<file path="src/sv/stlb_pkg.sv">
// ----------------------------------------------------------------------------
// stlb_pkg
// shared types for the sorted table lower-bound search core: operation codes,
// sequencer states and the status word from the search sequencer
// ----------------------------------------------------------------------------
package stlb_pkg;

  // field widths fixed by the interface
  localparam int unsigned OP_W    = 2;
  localparam int unsigned DATA_W  = 32;
  localparam int unsigned POS_W   = 11;

  // operation codes carried by an input word
  typedef enum logic [OP_W-1:0] {
    OP_APPEND = 2'd0,
    OP_QUERY  = 2'd1,
    OP_CLEAR  = 2'd2
  } op_e_t;

  // search sequencer states
  typedef enum logic [1:0] {
    ST_IDLE = 2'd0,
    ST_SRCH = 2'd1,
    ST_CMP  = 2'd2
  } state_e_t;

  // status from the search sequencer to the top level
  typedef struct packed {
    logic busy;
    logic done;
    logic found;
  } srch_stat_t;

endpackage

</file>
<file path="src/sv/stlb_search.sv">
// ----------------------------------------------------------------------------
// stlb_search
// binary search sequencer: one memory probe and one signed compare per step,
// narrowing [lo, hi) to the first entry not below the key
// ----------------------------------------------------------------------------
module stlb_search
  import stlb_pkg::*;
#(
  parameter int unsigned CW = 11,
  parameter int unsigned AW = 10
) (
  input  logic                     clk,
  input  logic                     rst,
  input  logic                     start,
  input  logic signed [DATA_W-1:0] key_in,
  input  logic [CW-1:0]            count,
  input  logic                     res_free,
  input  logic signed [DATA_W-1:0] rdata,
  output logic                     rd_en,
  output logic [AW-1:0]            rd_addr,
  output logic [CW-1:0]            idx,
  output srch_stat_t               stat
);

  state_e_t                 state, state_next;
  logic [CW-1:0]            lo, lo_next;
  logic [CW-1:0]            hi, hi_next;
  logic [CW-1:0]            mid_r, mid_next;
  logic                     eq, eq_next;
  logic signed [DATA_W-1:0] key, key_next;
  logic [CW-1:0]            span;
  logic [CW-1:0]            mid;
  logic                     ge;
  logic                     hit;

  // midpoint of the open range
  assign span    = hi - lo;
  assign mid     = lo + (span >> 1);
  assign rd_addr = mid[AW-1:0];
  assign idx     = lo;

  // shared compare unit
  assign ge  = (rdata >= key);
  assign hit = (rdata == key);

  // state register
  always_ff @(posedge clk) begin
    if (rst) begin
      state <= ST_IDLE;
    end else begin
      state <= state_next;
    end
  end

  // range and key registers
  always_ff @(posedge clk) begin
    lo    <= lo_next;
    hi    <= hi_next;
    mid_r <= mid_next;
    eq    <= eq_next;
    key   <= key_next;
  end

  // next state and outputs
  always_comb begin
    state_next = state;
    lo_next    = lo;
    hi_next    = hi;
    mid_next   = mid_r;
    eq_next    = eq;
    key_next   = key;
    rd_en      = 1'b0;
    stat       = '0;
    unique case (state)
      ST_IDLE: begin
        if (start) begin
          lo_next    = '0;
          hi_next    = count;
          eq_next    = 1'b0;
          key_next   = key_in;
          state_next = ST_SRCH;
        end
      end
      ST_SRCH: begin
        stat.busy = 1'b1;
        if (lo < hi) begin
          rd_en      = 1'b1;
          mid_next   = mid;
          state_next = ST_CMP;
        end else if (res_free) begin
          // range closed: lo is the lower bound, eq tells if it matched
          stat.done  = 1'b1;
          stat.found = eq;
          state_next = ST_IDLE;
        end
      end
      ST_CMP: begin
        stat.busy = 1'b1;
        if (ge) begin
          hi_next = mid_r;
          eq_next = hit;
        end else begin
          lo_next = mid_r + CW'(1);
        end
        state_next = ST_SRCH;
      end
      default: begin
        state_next = ST_IDLE;
      end
    endcase
  end

`ifndef SYNTH
  // range never inverts during a search
  a_range_order: assert property (@(posedge clk) disable iff (rst)
    (state != ST_IDLE) |-> (lo <= hi))
    else $error("search range inverted");

  // a probe is always followed by its compare
  a_probe_cmp: assert property (@(posedge clk) disable iff (rst)
    rd_en |=> (state == ST_CMP))
    else $error("probe not followed by compare");

  // a match can only be reported inside the filled range
  a_found_range: assert property (@(posedge clk) disable iff (rst)
    stat.found |-> (stat.done && (lo < count)))
    else $error("match reported outside filled entries");
`endif

endmodule

</file>
<file path="config.mk">
export PLATFORM = sky130hd
export DESIGN_NAME = stlb_search
export DESIGN_NICKNAME = d
export VERILOG_FILES = /design/src/sv/stlb_pkg.sv /design/src/sv/stlb_search.sv
export SDC_FILE = /design/constraint.sdc
export NUM_CORES = 1
export LEC_CHECK = 0
export ABC_AREA = 1
export BUFFER_PORTS_ARGS = -buffer_cell sky130_fd_sc_hd__buf_2
export CAP_MARGIN = 20
export CORE_MARGIN = 1.5
export CORE_UTILIZATION = 55
export DETAILED_ROUTE_END_ITERATION = 10
export PLACE_DENSITY = 0.81
export REMOVE_ABC_BUFFERS = 1
export SYNTH_ARGS = -nofsm -noshare
export SYNTH_HDL_FRONTEND = slang
export SYNTH_SLANG_ARGS = --single-unit
</file>
<file path="constraint.sdc">
create_clock -name clk -period 4.4 [get_ports clk]
set_input_delay 0.88 -clock clk [delete_from_list [all_inputs] [get_ports clk]]
set_output_delay 0.88 -clock clk [all_outputs]
set_load 0.01 [all_outputs]
</file>
==> results.yml <==
yosys:
  yosys.area_share.simple_pct: 16.9
  syn-cell-area_um2: 4460
  yosysWarnings: 0
  synth-seq-cells: 68
  yosysUniqueCellTypes: 30
  synthCells: 469
  seq_area_frac_synth_pct: 45.3
  synthAdderAreaFrac_pct: 17.4
  syn_area_per_cell_um2: 9.52
  synth_top_family_by_area: "adder cells"
  synth-compound-area-share_pct: 8.44
  synthMuxAreaShare_pct: 0
  synth-xor-area-share_pct: 3.53
setup_path:
  critPathKind: "flop to primary output"
  cp_cell_sequence: "inv_1 -> ha_1 -> inv_1 -> fa_1 -> nand3_1 -> nand2_1 -> a31oi_1 -> xnor2_1 -> ha_1 -> a21oi_1 -> o21ai_1 -> a21oi_2 -> nor2_1 -> nor2_1 -> xnor2_1 -> buf_2"
  ff2ff_path_depth: 17
  cp_slowest_cell: "fa_1"
  rrSetupSlack_ns: 1.40
  cp_max_fo: 4
  critPathLaunchType: "flop"
  required_ns: 3.52
  max_stage_delay_ns: 0.40
  r2r_end: "mid_r[10]"
  regToRegStartpoint: "hi[0]"
  endpoint_kind: "primary output"
  critPathArrivalTime_ns: 3.21
finish:
  finish.net_count: 712
  layout_common_cells: "buf_2, nand2_1, inv_1"
  multi_input_area_um2: 2080
  antenna_cells: 0
  drive_gt1_share_pct: 25.3
  final_common_cell: "buf_2"
  syn2layout_area_growth_pct: 17.9
  seqCellArea_um2: 2020
  fillers: 603
timing:
  finalHoldViolCount: 0
  worst_slew_pin_slew_ns: 0.612
  fin_skew_ns: 0.0133
  rsz0062_at_grt: "no"
  fmax_mhz: 244
  tns_ns: 0
  fin_crit_sh_pct: 93.0
  maxSlewViolCount: 0
  slew_headroom_pct: 59.2
  final.min_clock_period_ns: 4.09
  finalSetupViolations: 0
clock_network:
  post-cts-setup-buffers: 0
  cts_made_buffers: 9
  clk_pin_slew_worst_paths_ns: 0.08
  cts-root-buf: "clkbuf_8"
  htreeDepth: 3
  max-clock-path-buffers: 2
  cts_sinks: 68
  clock_latency_ns: 0.35
  postCtsHoldBufs: 0
  cts_tree: "yes"
floorplanning:
  io_pins: 104
  die_h_um: 93.1
  num_rows: 32
  start_util_pct: 57.2
  core_um2: 7810
  die_area_um2: 8670
  die_w_um: 93.1
grt:
  grtUsageTotal_pct: 22.9
  grt_pass1_wl_um: 15000
  grt_max_degree: 33
  grt_pass1_vias: 3273
  antenna_found_initial: 0
  grt-ovfl-total: 0
run:
  maxCapViolCount: 0
route:
  drtPass1Iterations: 5
  wire_per_inst_um: 14.2
  drt_iter0_drc: 221
  wirelength_um: 9650
  vias_per_cell: 5.20
  ant_nets: 0
  drcViolationCount: 0
  num_vias: 3530
hold_path:
  hold_class: "flop to flop"
  worstHoldPathCells: 2
  hp-start: "state[0]"
  hold_path_end: "state[0]"
run_status:
  outcome: "complete, no violations"
place:
  hpwl_um: 7720
  io_buffers: 103
  gp_congestion: 0.931
[worst max-delay path: cells and delay by family, from the launching register on]
family                   cells  cell delay, ns
flip-flops                   1            0.39
AO/OA/AOI/OAI                4            0.63
AND/OR/NAND/NOR              4            0.40
XOR/XNOR                     2            0.32
buffers and inverters        3            0.30
adder cells (fa/ha/maj)      3            0.84
[routing by layer]
| metal | GRT usage, % | up-vias | routed length, µm |
|---|---|---|---|
| met2 | 37.6 | 151 | 4610 |
| li1 | - | 1777 | - |
| met3 | 5.12 | 16 | 662 |
| met4 | 8.33 | 0 | 187 |
| met5 | 0 | - | 0 |
| met1 | 29.7 | 1586 | 4190 |
[synthesized netlist by cell type, drive strengths merged]
master | n | area (µm²)
a21boi | 1 | 7.51
a21o | 4 | 30.0
a21oi | 37 | 208
a31oi | 3 | 18.8
a32oi | 1 | 8.76
buf | 12 | 85.1
clkbuf | 2 | 7.51
dfxtp | 2 | 40.0
edfxtp | 66 | 1980
fa | 2 | 40.0
ha | 59 | 738
inv | 75 | 282
nand2 | 98 | 383
nand3 | 21 | 115
nand4 | 7 | 43.8
nor2 | 34 | 138
nor3 | 5 | 40.0
nor3b | 2 | 15.0
nor4 | 1 | 21.3
o21a | 2 | 15.0
o21ai | 17 | 88.8
xnor2 | 8 | 70.1
xor2 | 10 | 87.6
[cell families (layout without fill, tap and decap cells)]
family / Yosys count / after routing
buffers and inverters: 89 / 197
xor gates and xnor gates: 18 / 18
adders and majority gates: 61 / 61
AOI/OAI and AO/OA: 65 / 65
and+or+nand+nor: 168 / 168
DFF: 68 / 68
[through the flow]
stage / cells / setup slack (ns) / hold WS [ns] / instance area [µm²] / util, %
CTS: 678 / 0.239 / 0.519 / 5230 / 66.9
global placement: 662 / 0.795 / 0.482 / 5030 / 64.4
global route: 679 / 0.0343 / 0.538 / 5260 / 67.4
floorplan: 455 / 1.02 / 0.467 / 4370 / -
finish: 679 / 0.306 / 0.519 / 5260 / 67.4
detailed placement: 662 / 0.648 / 0.509 / 5030 / 64.4
[state kept, by name, summed over array words and instances (netlist names)]
name   count
key       32
idx       11
state      2
mid_r     11
eq         1
hi        11
[layout make-up]
cell class | instances | share of cell area [%]
Clock buffer | 9 | 2.35
Sequential cell | 68 | 38.4
Timing Repair Buffer | 106 | 10.6
Tap cell | 102 | 2.42
Multi-Input combinational cell | 312 | 39.5
Inverter | 75 | 5.35
Clock inverter | 7 | 1.38
[worst max-delay path by stage]
stage / start / endpoint / slack (ns) / cells after the start
2_1_floorplan: idx[1] / rd_addr[8] / 1.02 / 13
5_1_grt: hi[0] / rd_addr[9] / 0.03 / 17
3_3_place_gp: idx[6] / rd_addr[9] / 0.80 / 14
4_1_cts: hi[0] / rd_addr[8] / 0.24 / 16
3_5_place_dp: hi[0] / rd_addr[8] / 0.65 / 16
6_report: hi[0] / rd_addr[8] / 0.31 / 16
[what timing repair did]
action,4_1_cts,5_1_grt
resized for setup,0,3
endpoints found under the setup margin,0,2
hold endpoints to repair,0,0
Power is left out: the tool's default activity adds up to more than one toggle a clock period on the data nets, which glitch-free logic cannot reach.
